## src/hdl/tga_rle_pkg.sv

```systemverilog
// ----------------------------------------------------------------------------
// tga_rle_pkg
// Types, widths and register codes shared by the span decoder files.
// ----------------------------------------------------------------------------
package tga_rle_pkg;

  localparam int DEF_MAX_PIXEL_BYTES = 4;
  localparam int DEF_DIM_BITS        = 16;

  localparam int BYTE_W      = 8;
  localparam int PIXEL_W     = 32;
  localparam int DIM_FIELD_W = 16;
  localparam int LEN_W       = 8;
  localparam int BPP_W       = 3;
  localparam int DATA_W      = 32;
  localparam int REG_IDX_W   = 3;
  localparam int ADDR_W      = REG_IDX_W + 2;

  // Header byte layout.
  localparam int                  REPEAT_BIT = 7;
  localparam logic [BYTE_W-2:0]   COUNT_MASK = 7'h7F;

  // Register indexes (byte address is four times the index).
  localparam logic [REG_IDX_W-1:0] REG_BPP    = 3'd0;
  localparam logic [REG_IDX_W-1:0] REG_WIDTH  = 3'd1;
  localparam logic [REG_IDX_W-1:0] REG_HEIGHT = 3'd2;
  localparam logic [REG_IDX_W-1:0] REG_RTL    = 3'd3;
  localparam logic [REG_IDX_W-1:0] REG_TTB    = 3'd4;

  localparam logic [BPP_W-1:0]       RST_BPP    = 3'd3;
  localparam logic [DIM_FIELD_W-1:0] RST_WIDTH  = 16'd1;
  localparam logic [DIM_FIELD_W-1:0] RST_HEIGHT = 16'd1;

  typedef struct packed {
    logic [BPP_W-1:0]       bytes_per_pixel;
    logic [DIM_FIELD_W-1:0] image_width;
    logic [DIM_FIELD_W-1:0] image_height;
    logic                   right_to_left;
    logic                   top_to_bottom;
  } cfg_t;

  typedef struct packed {
    logic [PIXEL_W-1:0]     pixel_value;
    logic [DIM_FIELD_W-1:0] start_column;
    logic [DIM_FIELD_W-1:0] row;
    logic [LEN_W-1:0]       span_length;
    logic                   image_done;
  } span_t;

endpackage

```

## src/hdl/tga_rle_ifs.sv

```systemverilog
// ----------------------------------------------------------------------------
// Stream interfaces
// Byte input channel and span result channel, valid/ready handshake.
// ----------------------------------------------------------------------------
interface tga_rle_byte_if;
  import tga_rle_pkg::*;

  logic              valid;
  logic              ready;
  logic [BYTE_W-1:0] data_byte;

  modport source (output valid, output data_byte, input ready);
  modport sink   (input valid, input data_byte, output ready);
endinterface

interface tga_rle_span_if;
  import tga_rle_pkg::*;

  logic                   valid;
  logic                   ready;
  logic [PIXEL_W-1:0]     pixel_value;
  logic [DIM_FIELD_W-1:0] start_column;
  logic [DIM_FIELD_W-1:0] row;
  logic [LEN_W-1:0]       span_length;
  logic                   image_done;

  modport source (output valid, output pixel_value, output start_column, output row,
                  output span_length, output image_done, input ready);
  modport sink   (input valid, input pixel_value, input start_column, input row,
                  input span_length, input image_done, output ready);
endinterface

```

## src/hdl/tga_rle_cfg.sv

```systemverilog
// ----------------------------------------------------------------------------
// tga_rle_cfg
// APB register block holding pixel size, image size and orientation flags.
// ----------------------------------------------------------------------------
module tga_rle_cfg (
  input  logic                           clk,
  input  logic                           rst,
  input  logic                           psel,
  input  logic                           penable,
  input  logic                           pwrite,
  input  logic [tga_rle_pkg::ADDR_W-1:0] paddr,
  input  logic [tga_rle_pkg::DATA_W-1:0] pwdata,
  output logic [tga_rle_pkg::DATA_W-1:0] prdata,
  output logic                           pready,
  output tga_rle_pkg::cfg_t              cfg
);
  import tga_rle_pkg::*;

  logic [REG_IDX_W-1:0] reg_idx;
  logic                 wr_en;

  assign reg_idx = paddr[ADDR_W-1:2];
  assign pready  = 1'b1;
  assign wr_en   = psel && penable && pwrite && pready;

  always_ff @(posedge clk) begin
    if (rst) begin
      cfg.bytes_per_pixel <= RST_BPP;
      cfg.image_width     <= RST_WIDTH;
      cfg.image_height    <= RST_HEIGHT;
      cfg.right_to_left   <= 1'b0;
      cfg.top_to_bottom   <= 1'b0;
    end else if (wr_en) begin
      unique case (reg_idx)
        REG_BPP:    cfg.bytes_per_pixel <= pwdata[BPP_W-1:0];
        REG_WIDTH:  cfg.image_width     <= pwdata[DIM_FIELD_W-1:0];
        REG_HEIGHT: cfg.image_height    <= pwdata[DIM_FIELD_W-1:0];
        REG_RTL:    cfg.right_to_left   <= pwdata[0];
        REG_TTB:    cfg.top_to_bottom   <= pwdata[0];
        default: begin
        end
      endcase
    end
  end

  always_comb begin
    unique case (reg_idx)
      REG_BPP:    prdata = DATA_W'(cfg.bytes_per_pixel);
      REG_WIDTH:  prdata = DATA_W'(cfg.image_width);
      REG_HEIGHT: prdata = DATA_W'(cfg.image_height);
      REG_RTL:    prdata = DATA_W'(cfg.right_to_left);
      REG_TTB:    prdata = DATA_W'(cfg.top_to_bottom);
      default:    prdata = '0;
    endcase
  end

endmodule

```

## src/hdl/tga_rle_core.sv

```systemverilog
// ----------------------------------------------------------------------------
// tga_rle_core
// Input byte register, packet and line state, and the span computation.
// ----------------------------------------------------------------------------
module tga_rle_core #(
  parameter int MAX_PIXEL_BYTES = tga_rle_pkg::DEF_MAX_PIXEL_BYTES,
  parameter int DIM_BITS        = tga_rle_pkg::DEF_DIM_BITS
) (
  input  logic               clk,
  input  logic               rst,
  tga_rle_byte_if.sink       stream,
  input  tga_rle_pkg::cfg_t  cfg,
  input  logic               slot_free,
  output logic               load,
  output tga_rle_pkg::span_t span
);
  import tga_rle_pkg::*;

  localparam int ACC_W = BYTE_W * MAX_PIXEL_BYTES;
  localparam int BC_W  = (MAX_PIXEL_BYTES > 1) ? $clog2(MAX_PIXEL_BYTES) : 1;
  localparam logic [BPP_W-1:0] MAX_BPP = BPP_W'(MAX_PIXEL_BYTES);

  // Input stage.
  logic              in_valid;
  logic [BYTE_W-1:0] in_byte;

  // Decoder state.
  logic                expect_header;
  logic                repeat_packet;
  logic [LEN_W-1:0]    run_left;
  logic [BC_W-1:0]     byte_count;
  logic [ACC_W-1:0]    pixel_acc;
  logic [DIM_BITS-1:0] line_pos;
  logic [DIM_BITS-1:0] line_num;
  logic                frame_finished;

  logic [BPP_W-1:0]    bpp_eff;
  logic [DIM_BITS-1:0] width_eff;
  logic [DIM_BITS-1:0] height_eff;
  logic [ACC_W-1:0]    acc_merged;
  logic                last_byte;
  logic                produce;
  logic                fire;
  logic [DIM_BITS-1:0] remaining;
  logic [LEN_W-1:0]    run_len;
  logic [DIM_BITS-1:0] len_dim;
  logic [DIM_BITS-1:0] col;
  logic [DIM_BITS-1:0] row_mem;
  logic [DIM_BITS:0]   pos_sum;
  logic [DIM_BITS:0]   line_inc;
  logic                line_end;
  logic                frame_end;
  logic [LEN_W-1:0]    run_dec;

  always_comb begin
    priority if (cfg.bytes_per_pixel == '0) begin
      bpp_eff = BPP_W'(1);
    end else if (cfg.bytes_per_pixel > MAX_BPP) begin
      bpp_eff = MAX_BPP;
    end else begin
      bpp_eff = cfg.bytes_per_pixel;
    end
  end

  assign width_eff  = (cfg.image_width[DIM_BITS-1:0] == '0) ?
                      DIM_BITS'(1) : cfg.image_width[DIM_BITS-1:0];
  assign height_eff = (cfg.image_height[DIM_BITS-1:0] == '0) ?
                      DIM_BITS'(1) : cfg.image_height[DIM_BITS-1:0];

  // Stream bytes land little-endian in the accumulator.
  assign acc_merged = pixel_acc | (ACC_W'(in_byte) << {byte_count, 3'b000});
  assign last_byte  = (BPP_W'(byte_count) + BPP_W'(1)) >= bpp_eff;

  assign produce = in_valid && !frame_finished && !expect_header && last_byte;
  assign fire    = in_valid && (!produce || slot_free);
  assign load    = fire && produce;

  assign stream.ready = !in_valid || fire;

  // A line position already past the width (width lowered mid-image) gets one pixel.
  assign remaining = (line_pos < width_eff) ? (width_eff - line_pos) : DIM_BITS'(1);
  assign run_len   = (repeat_packet && run_left != '0) ? run_left : LEN_W'(1);
  assign len_dim   = (DIM_BITS'(run_len) > remaining) ? remaining : DIM_BITS'(run_len);

  assign col     = cfg.right_to_left ? (width_eff - DIM_BITS'(1) - line_pos) : line_pos;
  assign row_mem = cfg.top_to_bottom ? line_num : (height_eff - DIM_BITS'(1) - line_num);

  assign pos_sum   = {1'b0, line_pos} + {1'b0, len_dim};
  assign line_end  = pos_sum >= {1'b0, width_eff};
  assign line_inc  = {1'b0, line_num} + (DIM_BITS + 1)'(1);
  assign frame_end = line_end && (line_inc >= {1'b0, height_eff});
  assign run_dec   = run_left - LEN_W'(1);

  assign span.pixel_value  = PIXEL_W'(acc_merged);
  assign span.start_column = DIM_FIELD_W'(col);
  assign span.row          = DIM_FIELD_W'(row_mem);
  assign span.span_length  = LEN_W'(len_dim);
  assign span.image_done   = frame_end;

  always_ff @(posedge clk) begin
    if (stream.valid && stream.ready) begin
      in_byte <= stream.data_byte;
    end
  end

  always_ff @(posedge clk) begin
    if (rst) begin
      in_valid       <= 1'b0;
      expect_header  <= 1'b1;
      repeat_packet  <= 1'b0;
      run_left       <= '0;
      byte_count     <= '0;
      pixel_acc      <= '0;
      line_pos       <= '0;
      line_num       <= '0;
      frame_finished <= 1'b0;
    end else begin
      if (stream.ready) begin
        in_valid <= stream.valid;
      end
      if (fire && !frame_finished) begin
        if (expect_header) begin
          repeat_packet <= in_byte[REPEAT_BIT];
          run_left      <= {1'b0, in_byte[BYTE_W-2:0] & COUNT_MASK} + LEN_W'(1);
          byte_count    <= '0;
          pixel_acc     <= '0;
          expect_header <= 1'b0;
        end else if (!last_byte) begin
          byte_count <= byte_count + BC_W'(1);
          pixel_acc  <= acc_merged;
        end else begin
          byte_count <= '0;
          pixel_acc  <= '0;
          if (!repeat_packet) begin
            run_left <= run_dec;
          end
          if (line_end) begin
            line_pos      <= '0;
            expect_header <= 1'b1;
            line_num      <= line_inc[DIM_BITS-1:0];
            if (frame_end) begin
              frame_finished <= 1'b1;
            end
          end else begin
            line_pos      <= pos_sum[DIM_BITS-1:0];
            expect_header <= repeat_packet || (run_dec == '0);
          end
        end
      end
    end
  end

endmodule

```

## src/hdl/tga_rle_out_reg.sv

```systemverilog
// ----------------------------------------------------------------------------
// tga_rle_out_reg
// Result register that holds one span until the consumer takes it.
// ----------------------------------------------------------------------------
module tga_rle_out_reg (
  input  logic               clk,
  input  logic               rst,
  input  logic               load,
  input  tga_rle_pkg::span_t span,
  output logic               slot_free,
  tga_rle_span_if.source     spans
);
  import tga_rle_pkg::*;

  logic  valid;
  span_t held;

  assign slot_free = !valid || spans.ready;

  always_ff @(posedge clk) begin
    if (rst) begin
      valid <= 1'b0;
    end else if (load) begin
      valid <= 1'b1;
    end else if (spans.ready) begin
      valid <= 1'b0;
    end
  end

  always_ff @(posedge clk) begin
    if (load) begin
      held <= span;
    end
  end

  assign spans.valid        = valid;
  assign spans.pixel_value  = held.pixel_value;
  assign spans.start_column = held.start_column;
  assign spans.row          = held.row;
  assign spans.span_length  = held.span_length;
  assign spans.image_done   = held.image_done;

endmodule

```

## src/hdl/tga_rle_span_decoder.sv

```systemverilog
// ----------------------------------------------------------------------------
// tga_rle_span_decoder
// Run-length Targa pixel stream decoder producing positioned pixel spans.
// ----------------------------------------------------------------------------
// The decoder takes one compressed byte per clock cycle, sustained, as long as the
// span output is drained: each byte needs only one update of the packet and line
// counters between the input byte register and the span result register. A span is
// valid on the output once its last pixel byte has passed the input byte register
// and the span is loaded into the result register. Header bytes and partial pixel
// bytes give no span. After the span that completes the last line, further bytes
// are consumed and dropped until reset. There is no clearing pass after reset. The
// user must write registers over APB only while the decoder is idle (not enforced).
module tga_rle_span_decoder #(
  parameter int MAX_PIXEL_BYTES = tga_rle_pkg::DEF_MAX_PIXEL_BYTES,
  parameter int DIM_BITS        = tga_rle_pkg::DEF_DIM_BITS
) (
  input  logic                           clk,
  input  logic                           rst,
  input  logic                           psel,
  input  logic                           penable,
  input  logic                           pwrite,
  input  logic [tga_rle_pkg::ADDR_W-1:0] paddr,
  input  logic [tga_rle_pkg::DATA_W-1:0] pwdata,
  output logic [tga_rle_pkg::DATA_W-1:0] prdata,
  output logic                           pready,
  tga_rle_byte_if.sink                   stream,
  tga_rle_span_if.source                 spans
);
  import tga_rle_pkg::*;

  cfg_t  cfg;
  span_t span;
  logic  load;
  logic  slot_free;

  tga_rle_cfg u_cfg (
    .clk     (clk),
    .rst     (rst),
    .psel    (psel),
    .penable (penable),
    .pwrite  (pwrite),
    .paddr   (paddr),
    .pwdata  (pwdata),
    .prdata  (prdata),
    .pready  (pready),
    .cfg     (cfg)
  );

  tga_rle_core #(
    .MAX_PIXEL_BYTES (MAX_PIXEL_BYTES),
    .DIM_BITS        (DIM_BITS)
  ) u_core (
    .clk       (clk),
    .rst       (rst),
    .stream    (stream),
    .cfg       (cfg),
    .slot_free (slot_free),
    .load      (load),
    .span      (span)
  );

  tga_rle_out_reg u_out (
    .clk       (clk),
    .rst       (rst),
    .load      (load),
    .span      (span),
    .slot_free (slot_free),
    .spans     (spans)
  );

endmodule

```

## src/flat_wrapper.sv

```systemverilog
// flat-port wrapper written by rule: the top's interface ports become plain ports
module tga_rle_span_decoder_flat import tga_rle_pkg::*;
#(
  parameter int MAX_PIXEL_BYTES = tga_rle_pkg::DEF_MAX_PIXEL_BYTES,
  parameter int DIM_BITS        = tga_rle_pkg::DEF_DIM_BITS
)
  (clk, rst, psel, penable, pwrite, paddr, pwdata, prdata, pready, stream_valid, stream_data_byte, stream_ready, spans_valid, spans_pixel_value, spans_start_column, spans_row, spans_span_length, spans_image_done, spans_ready);
  tga_rle_byte_if stream_i ();
  tga_rle_span_if spans_i ();
  input  logic clk;
  input  logic rst;
  input  logic psel;
  input  logic penable;
  input  logic pwrite;
  input  logic [tga_rle_pkg::ADDR_W-1:0] paddr;
  input  logic [tga_rle_pkg::DATA_W-1:0] pwdata;
  output logic [tga_rle_pkg::DATA_W-1:0] prdata;
  output logic pready;
  input wire logic [$bits(stream_i.valid)-1:0] stream_valid;
  input wire logic [$bits(stream_i.data_byte)-1:0] stream_data_byte;
  output wire logic [$bits(stream_i.ready)-1:0] stream_ready;
  output wire logic [$bits(spans_i.valid)-1:0] spans_valid;
  output wire logic [$bits(spans_i.pixel_value)-1:0] spans_pixel_value;
  output wire logic [$bits(spans_i.start_column)-1:0] spans_start_column;
  output wire logic [$bits(spans_i.row)-1:0] spans_row;
  output wire logic [$bits(spans_i.span_length)-1:0] spans_span_length;
  output wire logic [$bits(spans_i.image_done)-1:0] spans_image_done;
  input wire logic [$bits(spans_i.ready)-1:0] spans_ready;
  assign stream_i.valid = stream_valid;
  assign stream_i.data_byte = stream_data_byte;
  assign stream_ready = stream_i.ready;
  assign spans_valid = spans_i.valid;
  assign spans_pixel_value = spans_i.pixel_value;
  assign spans_start_column = spans_i.start_column;
  assign spans_row = spans_i.row;
  assign spans_span_length = spans_i.span_length;
  assign spans_image_done = spans_i.image_done;
  assign spans_i.ready = spans_ready;
  tga_rle_span_decoder #(.MAX_PIXEL_BYTES(MAX_PIXEL_BYTES), .DIM_BITS(DIM_BITS)) u_core (.clk(clk), .rst(rst), .psel(psel), .penable(penable), .pwrite(pwrite), .paddr(paddr), .pwdata(pwdata), .prdata(prdata), .pready(pready), .stream(stream_i), .spans(spans_i));
endmodule
```

## config.mk

```make
export PLATFORM = sky130hd
export DESIGN_NAME = tga_rle_span_decoder_flat
export DESIGN_NICKNAME = d
export VERILOG_FILES = /design/src/hdl/tga_rle_pkg.sv /design/src/hdl/tga_rle_ifs.sv /design/src/hdl/tga_rle_cfg.sv /design/src/hdl/tga_rle_core.sv /design/src/hdl/tga_rle_out_reg.sv /design/src/hdl/tga_rle_span_decoder.sv /design/src/flat_wrapper.sv
export SDC_FILE = /design/constraint.sdc
export NUM_CORES = 1
export LEC_CHECK = 0
export ABC_AREA = 0
export BUFFER_PORTS_ARGS = -buffer_cell sky130_fd_sc_hd__buf_2
export CORE_MARGIN = 4
export CORE_UTILIZATION = 40
export CTS_CLUSTER_DIAMETER = 30
export DETAILED_ROUTE_END_ITERATION = 8
export MAX_ROUTING_LAYER = met4
export PLACE_DENSITY_LB_ADDON = 0.12
export RECOVER_POWER = 25
export SYNTH_ARGS = -nofsm -noshare
export SYNTH_HDL_FRONTEND = slang
export SYNTH_SLANG_ARGS = --single-unit
```

## constraint.sdc

```tcl
create_clock -name clk -period 19.8 [get_ports clk]
set_input_delay 2.97 -clock clk [delete_from_list [all_inputs] [get_ports clk]]
set_output_delay 2.97 -clock clk [all_outputs]
set_load 0.005 [all_outputs]
```

==> run_results.csv, run 1 <==
group,metric,value,unit
run_status,status,"complete, but fails checks",
run_status,violations,"capacitance limit, slew limit",
logic_synthesis,yosys.area.top_type,"edfxtp_1",
setup_path,endpoint_kind,"flop",
logic_synthesis,yosys-top-cells-area,"edfxtp_1, dfxtp_1, ha_1, a21oi_1, nand2_1",
die,core,30750,sq um
setup_path,cp.depth,39,
timing,setup_viol,0,
route,drt-total-wl,34.13,mm
timing,post-route-period-util,50.65,%
setup_path,cp_slowest_cell,"a21oi_4",
hold_path,hp-start,"u_core.u_core.pixel_acc[23]",
timing,drv_slew,50,
setup_path,critical_path_arrival,10360,ps
clock_network,cts_root_buf,"clkbuf_16",
setup_path,cp-startpoint,"u_core.u_cfg.cfg[25]",
die,die_y,185.2,um
clock_network,cts.sinks,197,
power_and_ir_drop,vdd_ir_drop_max,0.05931,mV
timing,rsz0062_at_grt,"no",
clock_network,clk_path_buf_depth,2,
layout,final_layout_size_suffix_gt1_share,12.18,%
die,initial_utilization,40.84,%
power_and_ir_drop,p_leak,5.730,nW
die,die_area,34290,sq um
setup_path,critical_path_class,"reg2reg",
logic_synthesis,yosysWarnings,0,
logic_synthesis,ys_types,80,
timing,timing.fmax,0.09971,GHz
clock_network,ctsHoldBuffers,0,
logic_synthesis,ys_seq_area_share,37.86,%
power_and_ir_drop,p_per_area,63.37,nW/um^2
clock_network,post_cts_resized,0,
logic_synthesis,syn_area_per_cell,8.496,sq um
setup_path,cp-endpoint,"u_core.u_core.expect_header",
logic_synthesis,yosys.area.top_type_share,19.37,%
clock_network,insertion_delay,440,ps
setup_path,r2r_setup_slack,9770,ps
setup_path,crit_top_cell,"ha_1",
logic_synthesis,syn_area,12560,sq um
route,wire_per_inst,17.58,um
layout,design_area,13870,sq um
setup_path,r2r-end,"u_core.u_core.expect_header",
clock_network,htreeDepth,4,
clock_network,postCtsSetupRepairBufs,0,
setup_path,crit_fanout,29,
clock_network,cts_tree,"done",
setup_path,critical-path-max-stage-delay,760,ps
route,vias,10531,
setup_path,critPathBufInv,3,
setup_path,reg2reg_from,"u_core.u_cfg.cfg[25]",
route,drcViolationCount,0,
hold_path,hp-class,"reg2reg",
setup_path,reg2regPathDepth,39,
logic_synthesis,async_reset_ff_share,0,%
clock_network,path_clk_slew,70,ps
global_routing,grt_pass1_wl,53.94,mm
timing,period_minus_slack,10030,ps
global_routing,antenna_found_initial,1,
timing,hold_viol_final,0,
global_routing,grt_pass1_vias,10017,
place,dpl_cell_area,13260,sq um
setup_path,critPathRequiredTime,20130,ps
place,place_congestion,0.8540,
layout,fill_cells,3079,
logic_synthesis,synth-edff-count,81,
timing,worst_slew_pin_slew,2526,ps
timing,fin_ws,9771,ps
logic_synthesis,synth_cells,1478,
die,rows,64,
layout,area_growth_syn_to_layout,10.46,%
die,die_x,185.2,um
setup_path,worst_setup_path_start_kind,"flop",
place,place_hpwl,24.84,mm
die,io_pins,160,
route,drtIter0Drc,625,
run,cap_violations,1,
timing,skew,12.69,ps
route,via_per_inst,5.426,
layout,fin_nets,1682,
clock_network,cts_buffers,17,
route,ant_nets,0,
logic_synthesis,ys_seq_elements,197,
timing,max_slew_margin,-68.42,%
global_routing,grt_start_max_net_pins,72,
route,drt_pass1_iterations,7,
logic_synthesis,synth_ff_type,"dfxtp_1",
timing,tns,0,ps
global_routing,grtUsageTotal,20.41,%
place,dp_worst_setup_slack,9716,ps
setup_path,crit_family,"compound AO/OA/AOI/OAI gates",
place,port_buffers,124,
global_routing,gr-total-overflow,0,
==> tightest hold or removal path, stage by stage, from the launching register on <==
cell	delay (ps)
dfxtp_1	310
nand2_1	50
a21oi_1	50
==> synth_stat cells (4+ instances only) <==
library cell,count
nand3_1,81
a21o_1,44
mux2_2,8
a21boi_0,4
inv_1,85
a211o_1,4
or3_1,9
edfxtp_1,81
buf_4,17
and3_1,7
or4_1,5
o21ai_0,60
nor2b_1,14
xor2_1,24
mux2i_1,18
a21oi_1,154
a211oi_1,5
a31oi_1,8
o21bai_1,5
nand2_1,196
buf_1,8
o21a_1,19
nor3b_1,4
nor3_1,26
o211ai_1,7
buf_2,11
o31ai_1,11
nor2_1,84
dfxtp_1,116
nor4_1,11
and2_1,16
o31a_1,6
a22oi_1,19
xnor2_1,42
nand4_1,13
nand2b_1,10
clkbuf_1,80
ha_1,97
mux2_1,4
==> cells by family (layout without fill, tap and decap cells) <==
kind of cell | count (synthesis) | count (layout) | synth area share, %
AND/OR/NAND/NOR | 498 | 498 | 18.89
AO/OA/AOI/OAI | 376 | 376 | 18.71
buffers and inverters | 208 | 251 | 7.114
flip-flops | 197 | 197 | 37.86
adder cells (fa/ha/maj) | 100 | 100 | 10.06
XOR/XNOR | 66 | 66 | 4.603
multiplexers | 31 | 31 | 2.690
other | 2 | 26 | 0.05981
==> area by class of cell <==
cell class | count | area [sq um] | area share, %
Multi-Input combinational cell | 1096 | 7003 | 50.49
Sequential cell | 197 | 4755 | 34.28
Timing Repair Buffer | 131 | 669.4 | 4.826
Tap cell | 396 | 495.5 | 3.572
Clock buffer | 22 | 474.2 | 3.419
Inverter | 88 | 332.8 | 2.399
Clock inverter | 10 | 138.9 | 1.001
Antenna cell | 1 | 2.502 | 0.01804
==> layout by cell type (no fill, tap or decap), types with 8 or more instances in the layout <==
master | synthesis | layout
nand2_1 | 196 | 196
a21oi_1 | 154 | 154
buf_2 | 11 | 121
dfxtp_1 | 116 | 116
ha_1 | 97 | 97
inv_1 | 85 | 85
nor2_1 | 84 | 84
nand3_1 | 81 | 81
edfxtp_1 | 81 | 81
o21ai_0 | 60 | 60
a21o_1 | 44 | 44
xnor2_1 | 42 | 42
nor3_1 | 26 | 26
conb_1 | 2 | 25
xor2_1 | 24 | 24
o21a_1 | 19 | 19
a22oi_1 | 19 | 19
mux2i_1 | 18 | 18
clkbuf_16 | 0 | 17
and2_1 | 16 | 15
nor2b_1 | 14 | 14
nand4_1 | 13 | 13
o31ai_1 | 11 | 11
nor4_1 | 11 | 11
nand2b_1 | 10 | 10
or3_1 | 9 | 9
a31oi_1 | 8 | 8
==> registers in the layout, indices dropped and copies added (netlist names) <==
name and cells:
u_core.u_out.spans.valid 1, u_core.u_core.repeat_packet 1, u_core.u_core.frame_finished 1, u_core.u_core.byte_count 2
u_core.u_core.in_valid 1, u_core.u_core.line_num 16, u_core.u_out.spans.span_length 8, u_core.u_out.spans.pixel_value 32
u_core.u_out.spans.row 16, u_core.u_out.spans.start_column 16, u_core.u_core.expect_header 1, u_core.u_out.spans.image_done 1
u_core.u_core.in_byte 8, u_core.u_core.line_pos 16, u_core.u_core.run_left 8, u_core.u_cfg.cfg 37
u_core.u_core.pixel_acc 32
==> routing by layer <==
metal | vias up | global-route usage [%] | share of wire [%]
met1 | 4987 | 27.96 | 47
met2 | 223 | 32.11 | 48
met5 | - | - | 0
met4 | 0 | 5.197 | 1.7
li1 | 5280 | - | -
met3 | 41 | 2.808 | 4.0
==> how the worst min path moves through the flow <==
stage	endpoint	slack (ps)	depth (start not counted)
floorplan	u_core.u_core.pixel_acc[31]	430	2
finish	u_core.u_core.pixel_acc[23]	450	2
global placement	u_core.u_core.pixel_acc[17]	440	2
detailed placement	u_core.u_core.pixel_acc[8]	440	2
CTS	u_core.u_core.pixel_acc[8]	450	2
global route	u_core.u_core.pixel_acc[8]	470	2
==> stage by stage <==
| stage | power (mW) | hold WS, ps | util, % | instances |
|---|---|---|---|---|
| final | 0.8789 | 453.0 | 45.11 | 1941 |
| after floorplan | 0.5002 | 429.4 | - | 1501 |
| after detailed placement | 0.5224 | 443.3 | 43.13 | 1908 |
| after global routing | 0.9144 | 471.0 | 45.11 | 1941 |
| after CTS | 0.8887 | 453.4 | 45.12 | 1940 |
| after global placement | 0.5217 | 437.6 | 43.13 | 1908 |
==> where the power goes <==
| group | internal [mW] | total, mW | switching, mW |
|---|---|---|---|
| Clock | 0.200 | 0.365 | 0.165 |
| Combinational | 0.0287 | 0.0799 | 0.0512 |
| Sequential | 0.425 | 0.434 | 0.00869 |
Note: power is estimated with default switching activity, not from simulation.
==> run 2, diff against run 1 <==
--- a/config.mk
+++ b/config.mk
@@ -5,7 +5,7 @@
 export SDC_FILE = /design/constraint.sdc
 export NUM_CORES = 1
 export LEC_CHECK = 0
-export ABC_AREA = 0
+export ABC_AREA = 1
 export BUFFER_PORTS_ARGS = -buffer_cell sky130_fd_sc_hd__buf_2
 export CORE_MARGIN = 4
 export CORE_UTILIZATION = 40
==> constraint.sdc (replaced) <==
create_clock -name clk -period 8.3 [get_ports clk]
set_input_delay 1.245 -clock clk [delete_from_list [all_inputs] [get_ports clk]]
set_output_delay 1.245 -clock clk [all_outputs]
set_load 0.005 [all_outputs]
==> run_results.csv, run 2 <==
group,metric,value,unit
route,drt-total-wl,35.64,mm
hold_path,hp-class,"reg2reg",
timing,rsz0062_at_grt,"no",
logic_synthesis,yosys.area.top_type,"edfxtp_1",
logic_synthesis,yosys-top-cells-area,"edfxtp_1, dfxtp_1, nand2_1, ha_1, inv_1",
setup_path,worst_setup_path_start_kind,"flop",
clock_network,clk_path_buf_depth,2,
logic_synthesis,synthTopCellsByCount,"nand2_1, inv_1, a21oi_1, dfxtp_1, nor2_1",
logic_synthesis,synth_cells,1691,
timing,drv_slew,0,
die,core,31560,sq um
layout,regMostFlops,"u_core.u_cfg.cfg",
layout,largest_reg_flops,37,
die,io_pins,160,
setup_path,critPathBufInv,6,
route,via_per_inst,5.112,
setup_path,critPathRequiredTime,8680,ps
global_routing,antenna_found_initial,3,
setup_path,critical_path_class,"reg2reg",
timing,period_minus_slack,7456,ps
setup_path,reg2regPathDepth,47,
logic_synthesis,ys_seq_area_share,37.08,%
setup_path,critical-path-max-stage-delay,410,ps
setup_path,cp-endpoint,"u_core.u_core.line_num[9]",
logic_synthesis,syn_area,12820,sq um
run,cap_violations,0,
logic_synthesis,synth_ff_type,"dfxtp_1",
power_and_ir_drop,seqPwrFrac,46.1,%
setup_path,crit_fanout,18,
global_routing,grt_start_max_net_pins,76,
route,wire_per_inst,16.32,um
power_and_ir_drop,clockPowerShare,37.8,%
setup_path,cp.depth,47,
logic_synthesis,synth_most_common_cell,"nand2_1",
global_routing,grt_pass1_vias,10655,
die,die_x,187.0,um
place,place_hpwl,27.21,mm
power_and_ir_drop,vdd_ir_drop_max,0.1532,mV
logic_synthesis,synth-edff-count,81,
timing,post-route-period-util,89.83,%
die,die_y,187.0,um
die,rows,65,
layout,area_growth_syn_to_layout,10.95,%
logic_synthesis,yosysWarnings,0,
die,die_area,34980,sq um
run_status,status,"complete, no violations",
layout,layout_common_cells,"nand2_1, inv_1, a21oi_1, dfxtp_1, nor2_1",
clock_network,cts_root_buf,"clkbuf_16",
logic_synthesis,ys_types,57,
route,drt_pass1_iterations,5,
layout,final_layout_size_suffix_gt1_share,12.03,%
timing,max_slew_margin,24.69,%
logic_synthesis,yosys.area.top_type_share,18.97,%
clock_network,cts.sinks,197,
route,drtIter0Drc,687,
layout,layout_commonest_cell,"nand2_1",
global_routing,gr-total-overflow,0,
logic_synthesis,async_reset_ff_share,0,%
power_and_ir_drop,swShare,30.17,%
power_and_ir_drop,fin_total_pwr,2.270,mW
clock_network,cts_buffers,17,
timing,worst_slew_pin_slew,1128,ps
timing,timing.fmax,0.1341,GHz
global_routing,grtUsageTotal,21.03,%
power_and_ir_drop,p_leak,6.241,nW
layout,fill_cells,3216,
setup_path,r2r_setup_slack,840,ps
power_and_ir_drop,switching_power,0.6849,mW
power_and_ir_drop,internal-power,1.586,mW
route,vias,11164,
setup_path,crit_family,"simple AND/OR/NAND/NOR gates",
setup_path,endpoint_kind,"flop",
setup_path,reg2reg_from,"u_core.u_cfg.cfg[32]",
clock_network,insertion_delay,450,ps
die,initial_utilization,40.63,%
route,drcViolationCount,0,
place,port_buffers,124,
timing,tns,0,ps
timing,setup_viol,0,
clock_network,htreeDepth,4,
timing,skew,11.09,ps
layout,fin_nets,1917,
place,place_congestion,0.9176,
setup_path,crit_top_cell,"nand2_1",
setup_path,r2r-end,"u_core.u_core.line_num[9]",
clock_network,path_clk_slew,80,ps
logic_synthesis,ys_seq_elements,197,
hold_path,hold_depth,2,
route,ant_nets,0,
power_and_ir_drop,pwr-share-comb,16.1,%
timing,hold_viol_final,0,
setup_path,cp-startpoint,"u_core.u_cfg.cfg[32]",
clock_network,cts_tree,"done",
power_and_ir_drop,p_per_area,159.6,nW/um^2
setup_path,critical_path_arrival,7830,ps
logic_synthesis,syn_area_per_cell,7.583,sq um
setup_path,cp_slowest_cell,"nor4_1",
global_routing,grt_pass1_wl,57.64,mm
-- run 2: final cells by class --
cell class,instances,area [sq um],area share (%)
flip-flops and latches,197,4755,33.42
well taps,402,503.0,3.536
clock buffers,18,439.2,3.087
inverters,219,827.0,5.814
diodes,3,7.507,0.05277
multi-input cells,1203,6900,48.51
repair buffers,128,629.4,4.424
clock inverters,14,165.2,1.161
-- run 2: repair_timing --
| action | CTS | global route |
|---|---|---|
| setup buffers | 0 | 1 |
| resized for setup | 0 | 3 |
| endpoints found under the setup margin | 0 | 18 |
| hold buffers | 0 | 0 |
| endpoints found under the hold margin | 0 | 0 |
-- run 2: worst min path at each step --
stage                                 start                            to
2_1_floorplan  u_core.u_core.frame_finished  u_core.u_core.frame_finished
5_1_grt         u_core.u_core.pixel_acc[20]   u_core.u_core.pixel_acc[20]
4_1_cts         u_core.u_core.pixel_acc[20]   u_core.u_core.pixel_acc[20]
3_5_place_dp    u_core.u_core.pixel_acc[11]   u_core.u_core.pixel_acc[11]
6_report        u_core.u_core.pixel_acc[26]   u_core.u_core.pixel_acc[26]
3_3_place_gp    u_core.u_core.pixel_acc[31]   u_core.u_core.pixel_acc[31]
-- run 2: tightest hold or removal path: stages, from the launching register on --
cell	delay, ps
dfxtp_1	310
nand2_1	60
a21oi_1	50
-- run 2: logic make-up (layout without fill, tap and decap cells) --
group / Yosys count / in the layout / synth area share, %
adders and majority gates: 99 / 99 / 9.777
buffers and inverters: 314 / 379 / 9.982
and+or+nand+nor: 677 / 677 / 23.68
xor gates and xnor gates: 56 / 56 / 3.825
other: 2 / 28 / 0.05857
AOI/OAI and AO/OA: 346 / 346 / 15.59
DFF: 197 / 197 / 37.08
-- run 2: power by group through the flow --
stage               combinational, mW  clock, mW  sequential [mW]
finish                          0.366      0.858             1.05
floorplan                       0.279          0             1.06
CTS                             0.366      0.883             1.05
global route                    0.419      0.922             1.05
detailed placement              0.364          0             1.07
global placement                0.361          0             1.07
-- run 2: through the flow --
| stage | instances | cell area, sq um | utilization (%) | hold WS [ps] | setup WS [ps] |
|---|---|---|---|---|---|
| after detailed placement | 2148 | 13610 | 43.13 | 452.3 | 712.3 |
| after floorplan | 1714 | 12910 | - | 430.4 | 2358 |
| final | 2184 | 14230 | 45.08 | 461.8 | 843.9 |
| after CTS | 2180 | 14210 | 45.04 | 463.1 | 696.8 |
| after global placement | 2148 | 13610 | 43.13 | 443.1 | 812.3 |
| after global routing | 2184 | 14230 | 45.08 | 472.9 | 58.95 |
-- run 2: layer usage --
layer	vias up	part of all wire (%)	GRT usage, %
li1	5718	-	-
met1	5163	47	28.10
met2	249	46	33.32
met3	34	4.9	3.695
met4	0	1.6	5.404
met5	-	0	-
==> run 3, diff against run 2 <==
--- a/config.mk
+++ b/config.mk
@@ -7,13 +7,14 @@
 export LEC_CHECK = 0
 export ABC_AREA = 1
 export BUFFER_PORTS_ARGS = -buffer_cell sky130_fd_sc_hd__buf_2
-export CORE_MARGIN = 4
+export CORE_MARGIN = 8
 export CORE_UTILIZATION = 40
 export CTS_CLUSTER_DIAMETER = 30
 export DETAILED_ROUTE_END_ITERATION = 8
 export MAX_ROUTING_LAYER = met4
 export PLACE_DENSITY_LB_ADDON = 0.12
 export RECOVER_POWER = 25
+export REMOVE_ABC_BUFFERS = 1
 export SYNTH_ARGS = -nofsm -noshare
 export SYNTH_HDL_FRONTEND = slang
 export SYNTH_SLANG_ARGS = --single-unit
==> constraint.sdc (replaced) <==
create_clock -name clk -period 7.5 [get_ports clk]
set_input_delay 1.125 -clock clk [delete_from_list [all_inputs] [get_ports clk]]
set_output_delay 1.125 -clock clk [all_outputs]
set_load 0.005 [all_outputs]
==> run_results.csv, run 3 (synthesis results as in run 2) <==
group,metric,value,unit
die,die_y,195.0,um
layout,fin_nets,1927,
route,drcViolationCount,0,
place,place_hpwl,27.76,mm
die,io_pins,160,
timing,period_minus_slack,6866,ps
timing,tns,0,ps
run,cap_violations,1,
layout,regMostFlops,"u_core.u_cfg.cfg",
layout,layout_commonest_cell,"nand2_1",
setup_path,critPathRequiredTime,7870,ps
layout,layout_common_cells,"nand2_1, inv_1, a21oi_1, dfxtp_1, nor2_1",
hold_path,hp-class,"reg2reg",
die,core,31560,sq um
clock_network,ctsHoldBuffers,0,
layout,n_antenna_cell,0,
layout,final_layout_size_suffix_gt1_share,12.69,%
timing,max_slew_margin,-27.08,%
clock_network,cts_root_buf,"clkbuf_16",
place,dpl_cell_area,13650,sq um
layout,largest_reg_flops,37,
setup_path,crit_top_cell,"nand2_1",
timing,worst_slew_pin_slew,1906,ps
setup_path,critical-path-max-stage-delay,440,ps
global_routing,antenna_found_initial,0,
place,port_buffers,124,
setup_path,endpoint_kind,"flop",
timing,setup_viol,0,
setup_path,critical_path_arrival,7240,ps
die,rows,65,
power_and_ir_drop,p_leak,6.242,nW
clock_network,cts.sinks,197,
route,via_per_inst,5.142,
place,dp_cells,2154,
layout,design_area,14290,sq um
power_and_ir_drop,vdd_ir_drop_max,0.1552,mV
clock_network,insertion_delay,450,ps
setup_path,worst_setup_path_start_kind,"flop",
global_routing,grt_start_max_net_pins,76,
timing,post-route-period-util,91.54,%
route,drt_pass1_iterations,5,
setup_path,cp_slowest_cell,"dfxtp_1",
setup_path,critical_path_class,"reg2reg",
clock_network,cts_tree,"done",
run_status,status,"complete, but fails checks",
setup_path,crit_fanout,18,
clock_network,path_clk_slew,70,ps
layout,final-instance-count-excl-fill,2191,
route,wire_per_inst,16.51,um
clock_network,cts_buffers,17,
timing,skew,12.78,ps
route,drt-total-wl,36.17,mm
timing,timing.fmax,0.1457,GHz
layout,area_growth_syn_to_layout,11.47,%
global_routing,grt_pass1_wl,56.70,mm
route,vias,11266,
clock_network,htreeDepth,4,
die,die_area,38040,sq um
die,initial_utilization,40.63,%
run_status,violations,"capacitance limit, slew limit",
route,ant_nets,0,
clock_network,clk_path_buf_depth,2,
global_routing,gr-total-overflow,0,
place,place_congestion,0.9156,
global_routing,grtUsageTotal,19.04,%
die,die_x,195.0,um
timing,drv_slew,50,
global_routing,grt_pass1_vias,10761,
power_and_ir_drop,p_per_area,174.7,nW/um^2
route,drtIter0Drc,773,
timing,hold_viol_final,0,
## run 3: changes by cell type in the layout (fill, tap and decap cells not counted), moves of 2 or more
| cell | delta |
|---|---|
| clkbuf_1 | +17 |
| nor3_1 | -2 |
| diode_2 | -3 |
| clkinv_4 | +2 |
| inv_2 | +6 |
| buf_2 | -16 |
| nor2_2 | +6 |
| buf_4 | +9 |
| inv_8 | +2 |
| inv_1 | -6 |
| nor3_2 | +2 |
| nor2_1 | -5 |
## run 3: final timing paths
| path | startpoint | to | slack [ps] | depth (start not counted) |
|---|---|---|---|---|
| worst max-delay path | u_core.u_cfg.cfg[29] | u_core.u_core.frame_finished | 630 | 46 |
| worst min-delay path | u_core.u_core.pixel_acc[31] | u_core.u_core.pixel_acc[31] | 460 | 2 |
| worst max register to register | u_core.u_cfg.cfg[29] | u_core.u_core.frame_finished | 630 | 46 |
| worst min register to register | u_core.u_core.pixel_acc[31] | u_core.u_core.pixel_acc[31] | 460 | 2 |
## run 3: power by group
part | internal [mW] | switching (mW)
clock network | 0.447 | 0.473
logic | 0.144 | 0.272
registers | 1.14 | 0.0241
total | 1.73 | 0.769
## run 3: area by class of cell
class	instances	area, sq um
clock buffers	17	425.4
flip-flops and latches	197	4756
inverters	219	827.0
fillers	3245	17260
well taps	402	503.0
clock inverters	15	158.9
multi-input cells	1203	6942
repair buffers	138	680.7
## run 3: stage by stage
stage | hold WS, ps | worst slack (ps) | util (%) | total power [mW]
2_1_floorplan | 424.4 | 1602 | - | 1.464
3_3_place_gp | 441.9 | 286.1 | 43.26 | 1.585
3_5_place_dp | 448.3 | 188.2 | 43.26 | 1.589
4_1_cts | 460.8 | 136.1 | 45.11 | 2.510
5_1_grt | 480.9 | -32.13 | 45.29 | 2.617
6_report | 459.2 | 634.3 | 45.29 | 2.497
## run 3: what timing repair did
action	in CTS	in global routing
setup buffers	0	5
endpoints found under the hold margin	0	0
resized for setup	0	23
setup endpoints to repair	0	35
## run 3: worst max-delay path: cells and delay by family, from the launching register on
family	cells	cell delay [ps]
XOR/XNOR	1	180
AO/OA/AOI/OAI	4	690
flip-flops	1	440
adder cells (fa/ha/maj)	5	1330
buffers and inverters	8	770
AND/OR/NAND/NOR	28	3380
## run 3: metal layers
layer | part of all wire, % | vias to the layer above | GRT usage (%)
met5 | 0 | - | -
met1 | 46 | 5269 | 23.57
met3 | 4.0 | 36 | 2.579
li1 | - | 5738 | -
met4 | 2.1 | 0 | 5.811
met2 | 48 | 223 | 32.00
